**config.mk**
```make
export PLATFORM = sky130hd
export DESIGN_NAME = ambient_light_entry_ramp
export DESIGN_NICKNAME = d
export VERILOG_FILES = /design/src/alr_pkg.sv /design/src/ambient_light_entry_ramp.sv
export SDC_FILE = /design/constraint.sdc
export NUM_CORES = 1
export LEC_CHECK = 0
export ABC_AREA = 1
export BUFFER_PORTS_ARGS = -buffer_cell sky130_fd_sc_hd__clkbuf_2
export CORE_MARGIN = 5
export CORE_UTILIZATION = 51
export DETAILED_ROUTE_END_ITERATION = 7
export GPL_ROUTABILITY_DRIVEN = 0
export PLACE_DENSITY = 0.74
export SLEW_MARGIN = 20
export SYNTH_ARGS = -nofsm -noshare
export SYNTH_HDL_FRONTEND = slang
export SYNTH_SLANG_ARGS = --single-unit
```
**constraint.sdc**
```tcl
create_clock -name clk -period 8.7 [get_ports clk]
set_clock_uncertainty 0.15 [all_clocks]
set_input_delay 0.435 -clock clk [delete_from_list [all_inputs] [get_ports clk]]
set_output_delay 0.435 -clock clk [all_outputs]
set_load 0.005 [all_outputs]
```
**src/alr_pkg.sv**
```systemverilog
// shared types, band table and ramp step tables for the ambient light entry ramp
package alr_pkg;

    // field widths
    localparam int unsigned SAMPLE_W  = 10;
    localparam int unsigned PCT_W     = 7;
    localparam int unsigned TOP_W     = 16;
    localparam int unsigned STEP_W    = 4;
    localparam int unsigned STEP_DEPTH = 16;

    // duty times pwm_top, and the reciprocal used to divide it by one hundred
    localparam int unsigned PROD_W      = PCT_W + TOP_W;
    localparam int unsigned RECIP_W     = 24;
    localparam int unsigned RECIP_SHIFT = 30;
    localparam logic [RECIP_W-1:0] RECIP_100 = 24'd10737419;

    // scaling constants
    localparam logic [SAMPLE_W-1:0] FULL_SCALE = 10'd1023;
    localparam logic [PCT_W-1:0]    PERCENT    = 7'd100;
    localparam logic [TOP_W-1:0]    PWM_TOP_RESET = 16'd1023;

    // command codes carried in tuser
    localparam logic CMD_TRIGGER = 1'b0;
    localparam logic CMD_TICK    = 1'b1;

    // lamp mode codes
    localparam logic MODE_DAY   = 1'b0;
    localparam logic MODE_NIGHT = 1'b1;

    typedef struct packed {
        logic [PCT_W-1:0] lo;
        logic [PCT_W-1:0] hi;
        logic [PCT_W-1:0] start;
        logic             night;
    } band_t;

    localparam int unsigned NUM_BANDS = 5;

    localparam band_t BANDS [NUM_BANDS] = '{
        '{lo: 7'd0,  hi: 7'd20,  start: 7'd15, night: MODE_NIGHT},
        '{lo: 7'd21, hi: 7'd40,  start: 7'd20, night: MODE_NIGHT},
        '{lo: 7'd41, hi: 7'd50,  start: 7'd42, night: MODE_DAY},
        '{lo: 7'd51, hi: 7'd70,  start: 7'd80, night: MODE_DAY},
        '{lo: 7'd71, hi: 7'd100, start: 7'd90, night: MODE_DAY}
    };

    // per-step duty increments, zero past the last defined step
    localparam logic [PCT_W-1:0] NIGHT_STEPS [STEP_DEPTH] = '{
        7'd0, 7'd1, 7'd1, 7'd3, 7'd7, 7'd16, 7'd16, 7'd14,
        7'd12, 7'd10, 7'd8, 7'd0, 7'd0, 7'd0, 7'd0, 7'd0
    };

    localparam logic [PCT_W-1:0] DAY_STEPS [STEP_DEPTH] = '{
        7'd0, 7'd4, 7'd7, 7'd16, 7'd44, 7'd59, 7'd59, 7'd55,
        7'd50, 7'd45, 7'd40, 7'd0, 7'd0, 7'd0, 7'd0, 7'd0
    };

endpackage

```
**src/ambient_light_entry_ramp.sv**
```systemverilog
// Throughput: one transaction per cycle while m_tready does not hold the output; the chain is
// input register, ramp state update, duty by pwm_top product, and the reciprocal scaling by
// one hundred into the output register.
// Ticks that yield no result still pass through the first two stages; triggers always yield one.
// Reset (rst_n, asynchronous, active low): ramp idle, step 0, duty 0, night mode,
// pwm_top 1023, all pipeline stages empty.
module ambient_light_entry_ramp #(
    parameter int unsigned RAMP_STEPS = 11
) (
    input  logic        clk,
    input  logic        rst_n,
    // configuration: pwm_top
    input  logic        cfg_we,
    input  logic [15:0] cfg_wdata,
    // input stream
    input  logic        s_tvalid,
    output logic        s_tready,
    input  logic [15:0] s_tdata,   // [9:0] light_sample, [15:10] zero
    input  logic        s_tuser,   // [0] cmd
    // result stream
    output logic        m_tvalid,
    input  logic        m_tready,
    output logic [23:0] m_tdata    // [6:0] lamp duty, [22:7] pwm compare, [23] night_mode
);

    localparam int unsigned NEXT_W = alr_pkg::STEP_W + 1;
    localparam logic [NEXT_W-1:0] STEP_LIMIT = NEXT_W'(RAMP_STEPS);
    localparam int unsigned MUL_W = alr_pkg::PROD_W + alr_pkg::RECIP_W;

    // configuration register
    logic [alr_pkg::TOP_W-1:0] pwm_top_reg;

    // stage 1: input register
    logic                         in_valid_reg;
    logic                         cmd_reg;
    logic [alr_pkg::SAMPLE_W-1:0] sample_reg;

    // stage 2: ramp state, which also carries the result payload
    logic                        s2_valid_reg;
    logic                        running_reg;
    logic [alr_pkg::STEP_W-1:0]  step_reg;
    logic [alr_pkg::PCT_W-1:0]   duty_reg;
    logic                        night_reg;

    // stage 3: product
    logic                         s3_valid_reg;
    logic [alr_pkg::PROD_W-1:0]   prod_reg;
    logic [alr_pkg::PCT_W-1:0]    duty3_reg;
    logic                         night3_reg;

    // stage 4: output register
    logic                         out_valid_reg;
    logic [alr_pkg::TOP_W-1:0]    compare_reg;
    logic [alr_pkg::PCT_W-1:0]    duty_out_reg;
    logic                         night_out_reg;

    // stage load enables
    logic load2;
    logic load3;
    logic load4;
    logic fire2;

    // stage 2 next values
    logic                        running_next;
    logic [alr_pkg::STEP_W-1:0]  step_next;
    logic [alr_pkg::PCT_W-1:0]   duty_next;
    logic                        night_next;
    logic                        has_result;

    // perceived level and band pick
    logic [16:0]                 scaled;
    logic [alr_pkg::PCT_W-1:0]   approx;
    logic [alr_pkg::PCT_W-1:0]   approx_p1;
    logic [16:0]                 approx_back;
    logic [alr_pkg::PCT_W-1:0]   quot;
    logic [alr_pkg::PCT_W-1:0]   level;
    alr_pkg::band_t              band;

    // tick path
    logic [NEXT_W-1:0]           next_idx;
    logic [alr_pkg::PCT_W-1:0]   inc;
    logic [alr_pkg::PCT_W:0]     sum;

    logic [MUL_W-1:0]            scaled_prod;

    // handshake: each stage loads when empty or when it drains downstream
    assign load4    = !out_valid_reg || m_tready;
    assign load3    = !s3_valid_reg || load4;
    assign load2    = !s2_valid_reg || load3;
    assign s_tready = !in_valid_reg || load2;
    assign fire2    = in_valid_reg && load2;

    // configuration write
    always_ff @(posedge clk or negedge rst_n)
    begin
        if (!rst_n)
        begin
            pwm_top_reg <= alr_pkg::PWM_TOP_RESET;
        end
        else if (cfg_we)
        begin
            pwm_top_reg <= cfg_wdata;
        end
    end

    // input register
    always_ff @(posedge clk or negedge rst_n)
    begin
        if (!rst_n)
        begin
            in_valid_reg <= 1'b0;
        end
        else if (s_tready)
        begin
            in_valid_reg <= s_tvalid;
        end
    end

    always_ff @(posedge clk)
    begin
        if (s_tready)
        begin
            cmd_reg    <= s_tuser;
            sample_reg <= s_tdata[alr_pkg::SAMPLE_W-1:0];
        end
    end

    // perceived level: 100 - sample*100/1023, quotient from a shift plus one correction
    always_comb
    begin
        scaled      = 17'(sample_reg) * 17'(alr_pkg::PERCENT);
        approx      = scaled[16:10];
        approx_p1   = approx + 7'd1;
        approx_back = {approx_p1, 10'b0} - 17'(approx_p1);
        quot        = (approx_back <= scaled) ? approx_p1 : approx;
        level       = alr_pkg::PERCENT - quot;
    end

    // band pick, first matching row wins
    always_comb
    begin
        band = alr_pkg::BANDS[0];
        for (int i = alr_pkg::NUM_BANDS - 1; i >= 0; i--)
        begin
            if (level >= alr_pkg::BANDS[i].lo && level <= alr_pkg::BANDS[i].hi)
            begin
                band = alr_pkg::BANDS[i];
            end
        end
    end

    // ramp state update
    always_comb
    begin
        running_next = running_reg;
        step_next    = step_reg;
        duty_next    = duty_reg;
        night_next   = night_reg;
        has_result   = 1'b0;
        next_idx     = NEXT_W'(step_reg) + NEXT_W'(1);
        inc          = night_reg ? alr_pkg::NIGHT_STEPS[next_idx[alr_pkg::STEP_W-1:0]]
                                 : alr_pkg::DAY_STEPS[next_idx[alr_pkg::STEP_W-1:0]];
        sum          = {1'b0, duty_reg} + {1'b0, inc};
        if (cmd_reg == alr_pkg::CMD_TRIGGER)
        begin
            running_next = 1'b1;
            step_next    = '0;
            duty_next    = band.start;
            night_next   = band.night;
            has_result   = 1'b1;
        end
        else if (running_reg)
        begin
            step_next = next_idx[alr_pkg::STEP_W-1:0];
            if (next_idx >= STEP_LIMIT)
            begin
                running_next = 1'b0;
            end
            else
            begin
                duty_next  = (sum > {1'b0, alr_pkg::PERCENT}) ? alr_pkg::PERCENT
                                                              : sum[alr_pkg::PCT_W-1:0];
                has_result = 1'b1;
            end
        end
    end

    // stage 2 registers; state moves only when the stage is free to take a new payload
    always_ff @(posedge clk or negedge rst_n)
    begin
        if (!rst_n)
        begin
            s2_valid_reg <= 1'b0;
            running_reg  <= 1'b0;
            step_reg     <= '0;
            duty_reg     <= '0;
            night_reg    <= alr_pkg::MODE_NIGHT;
        end
        else
        begin
            if (load2)
            begin
                s2_valid_reg <= fire2 && has_result;
            end
            if (fire2)
            begin
                running_reg <= running_next;
                step_reg    <= step_next;
                duty_reg    <= duty_next;
                night_reg   <= night_next;
            end
        end
    end

    // stage 3: duty times pwm_top
    always_ff @(posedge clk or negedge rst_n)
    begin
        if (!rst_n)
        begin
            s3_valid_reg <= 1'b0;
        end
        else if (load3)
        begin
            s3_valid_reg <= s2_valid_reg;
        end
    end

    always_ff @(posedge clk)
    begin
        if (load3)
        begin
            prod_reg   <= alr_pkg::PROD_W'(duty_reg) * alr_pkg::PROD_W'(pwm_top_reg);
            duty3_reg  <= duty_reg;
            night3_reg <= night_reg;
        end
    end

    // stage 4: divide by one hundred through the reciprocal, exact over the product range
    assign scaled_prod = MUL_W'(prod_reg) * MUL_W'(alr_pkg::RECIP_100);

    always_ff @(posedge clk or negedge rst_n)
    begin
        if (!rst_n)
        begin
            out_valid_reg <= 1'b0;
        end
        else if (load4)
        begin
            out_valid_reg <= s3_valid_reg;
        end
    end

    always_ff @(posedge clk)
    begin
        if (load4)
        begin
            compare_reg   <= scaled_prod[alr_pkg::RECIP_SHIFT +: alr_pkg::TOP_W];
            duty_out_reg  <= duty3_reg;
            night_out_reg <= night3_reg;
        end
    end

    // result transaction
    assign m_tvalid = out_valid_reg;
    assign m_tdata  = {night_out_reg, compare_reg, duty_out_reg};

    // a tick taken while idle produces no result
    assert property (@(posedge clk) disable iff (!rst_n)
        (fire2 && cmd_reg == alr_pkg::CMD_TICK && !running_reg) |=> !s2_valid_reg)
    else $error("tick while idle produced a result");

    // a trigger restarts the ramp from step zero and always yields a result
    assert property (@(posedge clk) disable iff (!rst_n)
        (fire2 && cmd_reg == alr_pkg::CMD_TRIGGER) |=> (running_reg && step_reg == '0 &&
                                                       s2_valid_reg))
    else $error("trigger did not restart the ramp");

    // compare value never exceeds the counter top, and duty never exceeds one hundred
    assert property (@(posedge clk) disable iff (!rst_n)
        m_tvalid |-> (compare_reg <= pwm_top_reg && duty_out_reg <= alr_pkg::PERCENT))
    else $error("result out of range");

endmodule

```
Word level (Yosys, flattened, before mapping). Memory sizes are Yosys's and may differ from the RTL's. Cells that the tools add are included.

Add/sub/neg operators: 5. Multiply operators: 3. Magnitude comparators: 14. Equality and inequality tests: 2. Multiplexer cells: 20. Bitwise operators: 2. Reduce and logical (&&, ||, !) cells: 18.

Operator list (count): two-way mux 7 bit (10); multiplier 23 x 24 -> 46 bit, second input constant (1); two-way mux 8 bit (5); multiplier 7 x 16 -> 23 bit (1); <= comparator 17 bit (1); subtractor 17 x 7 -> 17 bit (1); multiplier 10 x 5 -> 15 bit, second input constant (1); >= comparator 7 x 6 -> 1 bit, second input constant (2); <= comparator 7 x 6 -> 1 bit, second input constant (2); <= comparator 7 bit, second input constant (2); adder 7 x 7 -> 8 bit (1); > comparator 8 x 7 -> 1 bit, second input constant (1); two-way mux 4 bit (2); adder 7 x 1 -> 7 bit, second input constant (1); >= comparator 7 x 1 -> 1 bit, second input constant (1); >= comparator 7 x 5 -> 1 bit, second input constant (1); >= comparator 7 bit, second input constant (1); <= comparator 7 x 5 -> 1 bit, second input constant (1); logical AND 1 bit (7); subtractor 7 bit, first input constant (1); adder 4 x 1 -> 5 bit, second input constant (1); >= comparator 5 x 4 -> 1 bit, second input constant (1); >= comparator 5 bit, second input constant (1); inverter 4 -> 5 bit (1); other kinds (8) (17).

Bits in registers: 99. Memory bits (read-only): 224. Bits of input ports: 38. Output and inout bits: 26. Word-level logic and storage cells: 83. Memories kept: 2.

Memory list: (name not given) (depth 16, width 7, rd ports 1, clocked after memory_dff 0, wr ports 0, line ambient_light_entry_ramp.sv:162) `: alr_pkg::DAY_STEPS[next_idx[alr_pkg::STEP_W-1:0]];`; (name not given) (depth 16, width 7, rd ports 1, clocked after memory_dff 0, wr ports 0, line ambient_light_entry_ramp.sv:161) `inc = night_reg ? alr_pkg::NIGHT_STEPS[next_idx[alr_pkg::STEP_W-1:0]]`.

Longest topological paths before layout. Gate-level depths: netlist (run 1).

Depth in word-level cells: 14. Mapped depth: 51. Mapped depth without buffers: 51.

Least setup slack after synthesis (run 1). OpenSTA, ideal clock, no wires.

Path type: flip-flop to flip-flop. From: reg prod_reg[6] (netlist bit). To: reg compare_reg[13] (netlist bit), data pin. Setup time: 0.265 ns. Arrival time: 6.177 ns. Required time: 8.285 ns. Slack: 2.108 ns. Cell stages (with the launch flop): 28. Cell sequence: edfxtp_1 > fa_1 > inv_1 > fa_1 > inv_1 > fa_1 > inv_1 > fa_1 > fa_1 > fa_1 > inv_1 > fa_1 > ha_1 > nand4_1 > inv_1 > a21oi_1 > nand2_1 > nand3_1 > nand2_1 > a21oi_1 > nor2_1 > nor2_1 > o21ai_0 > a21oi_1 > inv_1 > a21oi_1 > o21ai_0 > xor2_1.

Cells in the longest elaborated chain, start to end: 1.

RTL lines: start, declared (line ambient_light_entry_ramp.sv:47) `logic [alr_pkg::PROD_W-1:0] prod_reg;`; start signal, assigned (line ambient_light_entry_ramp.sv:232) `prod_reg <= alr_pkg::PROD_W'(duty_reg) * alr_pkg::PROD_W'(pwm_top_reg);`; multiplier 23 x 24 -> 46 bit (line ambient_light_entry_ramp.sv:239) `assign scaled_prod = MUL_W'(prod_reg) * MUL_W'(alr_pkg::RECIP_100);`; net scaled_prod[43] (line ambient_light_entry_ramp.sv:84) `logic [MUL_W-1:0] scaled_prod;`; end signal, assigned (line ambient_light_entry_ramp.sv:257) `compare_reg <= scaled_prod[alr_pkg::RECIP_SHIFT +: alr_pkg::TOP_W];`; end, declared (line ambient_light_entry_ramp.sv:53) `logic [alr_pkg::TOP_W-1:0] compare_reg;`.

The timed path passes the listed nets, and every way through them passes these cells. A chain may end at the register's enable or synchronous reset.

Worst setup path after layout (run 1).
From: reg prod_reg[5] (netlist bit). To: reg compare_reg[13] (netlist bit), data pin.

Same word-level chain as after synthesis.

==> flow_summary.ini, run 1 <==
[run_status]
outcome = complete, no violations

[timing]
min_period_ps = 7280
slew_headroom = 0.433
setup_viol_count_final = 0
clock.fmax_mhz = 137
final-max-slew-violation-count = 0
fin_crit_sh = 0.837
hold_viol_final = 0
worst_pin_slew_ps = 850
rsz0062_at_grt = false
final.setup.tns_ps = 0

[synth]
synth_edf_count = 66
netlist_instances = 1999
ys_seq_area_frac = 0.154
syn_area_um2 = 18300
synth_area_leaders = fa_1 30%, ha_1 23%, edfxtp_1 11%, inv_1 10%, nand2_1 6.5%
postSynth.asyncResetShare = 0.333
avgSynthCellArea_um2 = 9.16
synth_largest_area_cell = fa_1
synthDominantCellAreaShare = 0.295
synth_cell_type_count = 46
yosys_warnings = 0
ys_ff_latch = 99
syn_nets = 2648
synth-main-ff-cell = edfxtp_1

[clock_network]
cts.sinks = 99
cts_buffer_depth = 2
clkTransAtPathRegs_ps = 70
clockRootBuffer = clkbuf_16
post-cts-setup-buffers = 0
cts_resized = 0
ctsHtreeMaxLevel = 3
cts_tree = built
cts_buffers = 9
hold_buffers = 0
clock_latency_ps = 370

[final_layout]
n_fill_cell = 3096
final_cell_mix = 511 x inv_1, 341 x ha_1, 318 x nand2_1, 270 x fa_1, 81 x a21oi_1
nets = 2686
synthToLayoutAreaGrowth_pct = 5.82
largest_reg_flops = 23
layout_commonest_cell = inv_1
drive_above_1_share = 0.0730
n_antenna_cell = 0
multi_input_area_um2 = 13400
regArea_um2 = 2820

[critical_path]
cp_max_fo = 7
cp_common_cell = fa_1
cp-start-kind = flip-flop
endpoint_kind = flip-flop
crit_required_ps = 8650
critPathSlowestCell = fa_1
reg2reg_depth = 27
crit_path_max_incr_delay_ps = 650
crit_family = adder cells
path_buf_inv = 5
path_depth = 27
crit_arrival_ps = 7230
path_class = flip-flop to flip-flop

[route]
wl_per_cell_um = 15.7
drt-initial-drc-count = 735
finalWirelength_um = 39300
drcViolationCount = 0
ant_nets = 0
first_pass_iters = 7
vias = 12993
viasPerCell = 5.19

[global_route]
overflow = 0
grt_pass1_wl_um = 66700
grt_util_all_layers = 0.210
antenna_found_initial = 0
grt_max_degree = 34
grt_pass1_vias = 13664

[floorplan]
initial_core_util = 0.516
io_pins = 64
fp-row-count = 69
dieHeight_um = 199
core_um2 = 35500
die_area_um2 = 39800
dieWidth_um = 199

[placed_design]
port_buffers = 57
dp_hpwl_um = 33700

[job]
max_cap_violations = 0

[hold_path]
hp-class = input port to async pin
-- layout make-up --
class | instances | area share
tap | 461 | 0.0298
clock inverter | 5 | 0.00213
timing repair buffer | 61 | 0.0163
sequential | 99 | 0.146
clock buffer | 11 | 0.0136
inverter | 514 | 0.0996
multi-input combinational | 1352 | 0.693
-- metrics by stage --
step / setup slack [ps] / hold slack, ps / utilization / cell area, µm² / std cells
2_1_floorplan: 2110 / -10.6 / - / 18300 / 1999
3_3_place_gp: 1460 / 253 / 0.537 / 19100 / 2487
3_5_place_dp: 1460 / 256 / 0.537 / 19100 / 2487
4_1_cts: 1420 / 37.9 / 0.546 / 19400 / 2503
5_1_grt: 871 / 70.0 / 0.546 / 19400 / 2503
6_report: 1420 / 19.0 / 0.546 / 19400 / 2503
-- logic make-up after synthesis --
logic type	count (synthesis)	share of synthesized area
fa+ha+maj	611	0.528
mux	16	0.00984
xor+xnor	50	0.0239
flops	99	0.154
compound gates	168	0.0516
buf+inv	548	0.113
simple gates	507	0.120
-- worst reg2reg max path: stages, from the launching register on --
cell and delay [ps]:
edfxtp_1 560, fa_1 650, inv_1 70, fa_1 500
inv_1 50, fa_1 520, inv_1 50, fa_1 520
fa_1 450, fa_1 550, inv_1 60, fa_1 430
ha_1 330, a21oi_1 150, o21ai_0 120, a21oi_1 130
nand2_1 80, nand3_1 70, nand2_1 50, a21oi_1 220
nor2_1 70, nor2_1 150, o21ai_0 150, a21oi_1 330
inv_1 100, a21oi_1 210, o21ai_0 140, xor2_1 170
-- synth_stat cells, types with 2 or more instances --
master / n
inv_1: 511
ha_1: 341
o22ai_1: 3
nor2_1: 72
dfstp_2: 11
a31oi_1: 3
o21ai_1: 3
nor2_2: 4
xor2_1: 38
or2_2: 3
clkbuf_1: 33
a211oi_1: 4
nand3_2: 8
inv_2: 3
nor3_1: 4
a41oi_1: 2
o21ai_0: 50
nand2_4: 5
xnor2_1: 12
o2111ai_1: 2
nand4_1: 20
o221ai_1: 2
nand3_1: 54
o21ai_2: 4
nand2_1: 318
edfxtp_1: 66
a21oi_1: 81
nand2_2: 14
dfrtp_1: 22
o211ai_1: 2
fa_1: 270
o21bai_1: 2
mux2_2: 16
a21o_1: 4
-- final timing paths --
| path | from | to | slack (ps) |
|---|---|---|---|
| worst max-delay path | prod_reg[5]$_DFFE_PP_ | compare_reg[13]$_DFFE_PP_ | 1420 |
| worst min-delay path | rst_n | pwm_top_reg[10]$_DFFE_PN0P_ | 20 |
| worst max register to register | prod_reg[5]$_DFFE_PP_ | compare_reg[13]$_DFFE_PP_ | 1420 |
| worst min register to register | night3_reg$_DFFE_PP_ | night_out_reg$_DFFE_PP_ | 270 |
| max in group asynchronous | rst_n | step_reg[1]$_DFFE_PN0P_ | 7850 |
| min in group clk | s_tdata[2] | sample_reg[2]$_DFFE_PP_ | 80 |
-- routing by layer --
metal / wire length (µm) / vias to the layer above / global-route usage
met5: 0 / - / 0
met1: 16700 / 6324 / 0.275
met4: 1100 / 0 / 0.0596
li1: - / 6281 / -
met3: 2200 / 64 / 0.0413
met2: 19200 / 324 / 0.358
Power of run 1 is not shown: default switching activity piles up to over one toggle a cycle in this logic, so the estimate is an artifact.
==> inputs of run 2 (changes only) <==
==> constraint.sdc (replaced) <==
create_clock -name clk -period 6.9 [get_ports clk]
set_clock_uncertainty 0.15 [all_clocks]
set_input_delay 0.345 -clock clk [delete_from_list [all_inputs] [get_ports clk]]
set_output_delay 0.345 -clock clk [all_outputs]
set_load 0.005 [all_outputs]
==> run 2 against run 1 <==
Sequential cell count unchanged. Fmax grew 8.9%. Die area unchanged. Count of clock-buffer cells in the layout up 1. Core utilization up 2.7 points. Worst hold slack better by 32 ps. Sequential share of layout area is 0.70 points lower. Worst setup slack worse by 1200 ps. Critical path type unchanged. Critical endpoint is now duty_reg[1]$_DFFE_PN0P_.
==> flow_summary.ini, run 2 (synthesis results as in run 1) <==
[final_layout]
drive_above_1_share = 0.131
final_cell_mix = 506 x inv_1, 328 x ha_1, 298 x nand2_1, 265 x fa_1, 74 x a21oi_1
n_fill_cell = 2931
synthToLayoutAreaGrowth_pct = 11.1
layout_commonest_cell = inv_1
n_antenna_cell = 0
nets = 2763
largest_reg_flops = 23
final_area_um2 = 20300

[clock_network]
clkTransAtPathRegs_ps = 80
cts_tree = built
ctsHtreeMaxLevel = 3
cts.sinks = 99
cts_buffers = 9
clockRootBuffer = clkbuf_16
clock_latency_ps = 380
cts_buffer_depth = 2

[placed_design]
port_buffers = 57
dp_hpwl_um = 35100
place_area_um2 = 19400

[global_route]
grt_max_degree = 34
met1_usage = 0.282
grt.met2_usage = 0.386
grtUsageMet3 = 0.0302
antenna_found_initial = 0
grt_pass1_wl_um = 70200
top_usage_layer = met2
grt_util_all_layers = 0.219
overflow = 0
grt_pass1_vias = 14521

[floorplan]
core_um2 = 35500
fp-row-count = 69
dieHeight_um = 199
io_pins = 64
dieWidth_um = 199
die_area_um2 = 39800
initial_core_util = 0.516

[hold_path]
hp-class = input port to flip-flop
min_path_cells = 3

[timing]
setup_viol_count_final = 0
min_period_ps = 6680
final-max-slew-violation-count = 0
fin_crit_sh = 0.969
clock.fmax_mhz = 150
worst_pin_slew_ps = 849
hold_viol_final = 0
rsz0062_at_grt = true
slew_headroom = 0.434

[critical_path]
path_class = flip-flop to flip-flop
critPathSlowestCell = fa_1
endpoint_kind = flip-flop
reg2reg_depth = 50
cp_max_fo = 6
crit_path_max_incr_delay_ps = 510
cp-start-kind = flip-flop
cp_common_cell = nand2_2
crit_required_ps = 7060
crit_arrival_ps = 6840

[route]
drt-initial-drc-count = 870
wl_per_cell_um = 16.2
drcViolationCount = 0
first_pass_iters = 5
ant_nets = 0
finalWirelength_um = 41800
viasPerCell = 5.24
vias = 13515

[job]
max_cap_violations = 0

[run_status]
outcome = complete, no violations
-- run 2: routing by layer --
layer | vias up | wire length, µm
met3 | 90 | 2130
met2 | 369 | 21100
met5 | - | 0
met1 | 6599 | 17300
li1 | 6457 | -
met4 | 0 | 1280
-- run 2: cell type report --
| type | instances | area [µm²] | share of cell area |
|---|---|---|---|
| clock buffer | 12 | 236 | 0.0116 |
| clock inverter | 4 | 51.3 | 0.00252 |
| inverter | 514 | 1930 | 0.0948 |
| multi-input combinational | 1353 | 13800 | 0.679 |
| sequential | 99 | 2820 | 0.139 |
| tap | 461 | 577 | 0.0284 |
| timing repair buffer | 137 | 916 | 0.0450 |
-- run 2: worst max-delay path: cells and delay by family (launching register included) --
family                   cells  cell delay, ps
flip-flops                   1             430
AND/OR/NAND/NOR             30            2620
AO/OA/AOI/OAI                5             840
adder cells (fa/ha/maj)      7            1980
buffers and inverters        7             410
XOR/XNOR                     1             190
-- run 2: what timing repair did --
item | CTS | global route
pin swaps | 2 | 33
resized for setup | 11 | 75
cloned | 0 | 1
endpoints found under the setup margin | 8 | 14
hold buffers | 12 | 0
buffers inserted | 5 | 16
hold endpoints to repair | 33 | 0
-- run 2: path summary, 6_finish.rpt --
| check | startpoint | slack [ps] | endpoint |
|---|---|---|---|
| worst max-delay path | sample_reg[4]$_DFFE_PP_ | 220 | duty_reg[1]$_DFFE_PN0P_ |
| worst min-delay path | s_tvalid | 50 | in_valid_reg$_DFFE_PN0P_ |
| min in group asynchronous | rst_n | 470 | pwm_top_reg[10]$_DFFE_PN0P_ |
| worst max register to register | sample_reg[4]$_DFFE_PP_ | 220 | duty_reg[1]$_DFFE_PN0P_ |
| worst min register to register | duty3_reg[0]$_DFFE_PP_ | 270 | duty_out_reg[0]$_DFFE_PP_ |
| max in group asynchronous | rst_n | 5600 | duty_reg[6]$_DFFE_PN0P_ |
-- run 2: stage by stage --
stage                     instances   util  setup slack, ps  TNS, ps  hold WS (ps)
after floorplan                1999      -              308        0          -101
after global placement         2530  0.546             60.0        0           258
after detailed placement       2530  0.546             -198     -980           257
after CTS                      2563  0.560             52.0        0          35.7
after global routing           2580  0.573             -170    -1160          50.1
final                          2580  0.573              216        0          51.0
Power of run 2 is left out for the same reason.
==> inputs of run 3 (changes only) <==
--- a/config.mk
+++ b/config.mk
@@ -7,11 +7,13 @@
 export LEC_CHECK = 0
 export ABC_AREA = 1
 export BUFFER_PORTS_ARGS = -buffer_cell sky130_fd_sc_hd__clkbuf_2
+export CELL_PAD_IN_SITES_DETAIL_PLACEMENT = 1
+export CELL_PAD_IN_SITES_GLOBAL_PLACEMENT = 2
 export CORE_MARGIN = 5
-export CORE_UTILIZATION = 51
+export CORE_UTILIZATION = 42
 export DETAILED_ROUTE_END_ITERATION = 7
 export GPL_ROUTABILITY_DRIVEN = 0
-export PLACE_DENSITY = 0.74
+export PLACE_DENSITY = 0.9
 export SLEW_MARGIN = 20
 export SYNTH_ARGS = -nofsm -noshare
 export SYNTH_HDL_FRONTEND = slang
==> run 3 against run 2 <==
Sequential cell count is the same. Count of clock-buffer cells in the layout is the same. Cell area rose by 2.7%. Wire length grew 20%. Non-clock buffer count is 13 higher. Critical endpoint unchanged. Fmax up 0.32%. Critical path type unchanged. Sequential share of layout area is 0.36 points lower.
==> flow_summary.ini, run 3 (synthesis results as in run 1) <==
[run_status]
outcome = complete, no violations

[timing]
final-max-slew-violation-count = 0
clock.fmax_mhz = 150
hold_viol_final = 0
setup_viol_count_final = 0
rsz0062_at_grt = true
worst_pin_slew_ps = 848
min_period_ps = 6660
slew_headroom = 0.435
fin_ws_ps = 237
fin_crit_sh = 0.966

[global_route]
grt_pass1_vias = 15920
overflow = 0
grt_util_all_layers = 0.213
grtUsageMet3 = 0.0352
met1_usage = 0.253
grt_max_degree = 34
grt.met2_usage = 0.391
antenna_found_initial = 0
top_usage_layer = met2
grt_pass1_wl_um = 80300

[final_layout]
drive_above_1_share = 0.152
layout_commonest_cell = inv_1
synthToLayoutAreaGrowth_pct = 14.1
n_fill_cell = 4961
largest_reg_flops = 23
final_cell_mix = 503 x inv_1, 318 x ha_1, 293 x nand2_1, 263 x fa_1, 78 x buf_4
n_antenna_cell = 0
nets = 2776

[critical_path]
crit_path_max_incr_delay_ps = 500
path_class = flip-flop to flip-flop
regToRegStartpoint = sample_reg[4]$_DFFE_PP_
cp_common_cell = nand2_2
cp-start-kind = flip-flop
crit_required_ps = 7030
endpoint_kind = flip-flop
setup.worst_path.start = sample_reg[4]$_DFFE_PP_
cp_max_fo = 4
critPathSlowestCell = fa_1
crit_arrival_ps = 6800

[placed_design]
place_ws_ps = -218
dp_hpwl_um = 41700
port_buffers = 57

[floorplan]
fp-row-count = 76
initial_core_util = 0.425
dieWidth_um = 219
core_um2 = 43100
dieHeight_um = 219
die_area_um2 = 47900
io_pins = 64

[clock_network]
cts_buffers = 9
clockRootBuffer = clkbuf_16
cts_buffer_depth = 2
clkTransAtPathRegs_ps = 80
cts.sinks = 99
cts_tree = built
ctsHtreeMaxLevel = 3
clock_latency_ps = 400

[route]
first_pass_iters = 5
vias = 13695
ant_nets = 0
wl_per_cell_um = 18.4
finalWirelength_um = 49900
drt-initial-drc-count = 529
drcViolationCount = 0
viasPerCell = 5.04

[hold_path]
holdCritStartpoint = cfg_wdata[8]
hp-class = input port to flip-flop

[job]
max_cap_violations = 0
run 3: per-stage QoR:
stage | area [µm²] | setup TNS (ps) | cells | hold slack, ps | utilization
3_5_place_dp | 19600 | -1290 | 2666 | 255 | 0.456
3_3_place_gp | 19600 | -47.1 | 2666 | 256 | 0.456
2_1_floorplan | 18300 | 0 | 1999 | -101 | -
5_1_grt | 20900 | -1330 | 2717 | 18.1 | 0.485
6_report | 20900 | 0 | 2717 | 40.8 | 0.485
4_1_cts | 20200 | 0 | 2697 | 18.2 | 0.469
run 3: metal layers:
layer	vias up	part of all wire	wire (µm)
met1	6958	0.41	20500
li1	6449	-	-
met2	201	0.53	26400
met3	87	0.027	1350
met4	0	0.033	1650
met5	-	0	0
run 3: path summary, 6_finish.rpt:
check / to / slack [ps] / depth (start not counted)
max in group asynchronous: duty_reg[1]$_DFFE_PN0P_ / 5630 / 2
worst max register to register: duty_reg[1]$_DFFE_PN0P_ / 240 / 49
worst max-delay path: duty_reg[1]$_DFFE_PN0P_ / 240 / 49
min in group asynchronous: duty_reg[6]$_DFFE_PN0P_ / 440 / 2
worst min register to register: duty_out_reg[6]$_DFFE_PP_ / 260 / 0
worst min-delay path: pwm_top_reg[8]$_DFFE_PN1P_ / 40 / 2
run 3: worst max-delay path: cells and delay by family, from the launching register on:
family	cells	cell delay [ps]
AO/OA/AOI/OAI	4	560
XOR/XNOR	1	160
adder cells (fa/ha/maj)	7	2040
buffers and inverters	7	470
flip-flops	1	450
AND/OR/NAND/NOR	30	2700
run 3: repair_timing:
| action | CTS | global route |
|---|---|---|
| hold endpoints to repair | 33 | 0 |
| setup buffers | 3 | 20 |
| hold buffers | 12 | 0 |
| pin swaps | 7 | 69 |
| setup endpoints to repair | 10 | 13 |
| resized for setup | 15 | 117 |
| cloned | 0 | 1 |
run 3: cell type report:
| class | instances | area [µm²] | share of cell area |
|---|---|---|---|
| multi-input cells | 1353 | 14000 | 0.672 |
| flip-flops and latches | 99 | 2820 | 0.135 |
| inverters | 514 | 1930 | 0.0924 |
| repair buffers | 150 | 1030 | 0.0492 |
| well taps | 585 | 732 | 0.0350 |
| clock buffers | 12 | 268 | 0.0128 |
| clock inverters | 4 | 77.6 | 0.00371 |
Power of run 3 is left out for the same reason.
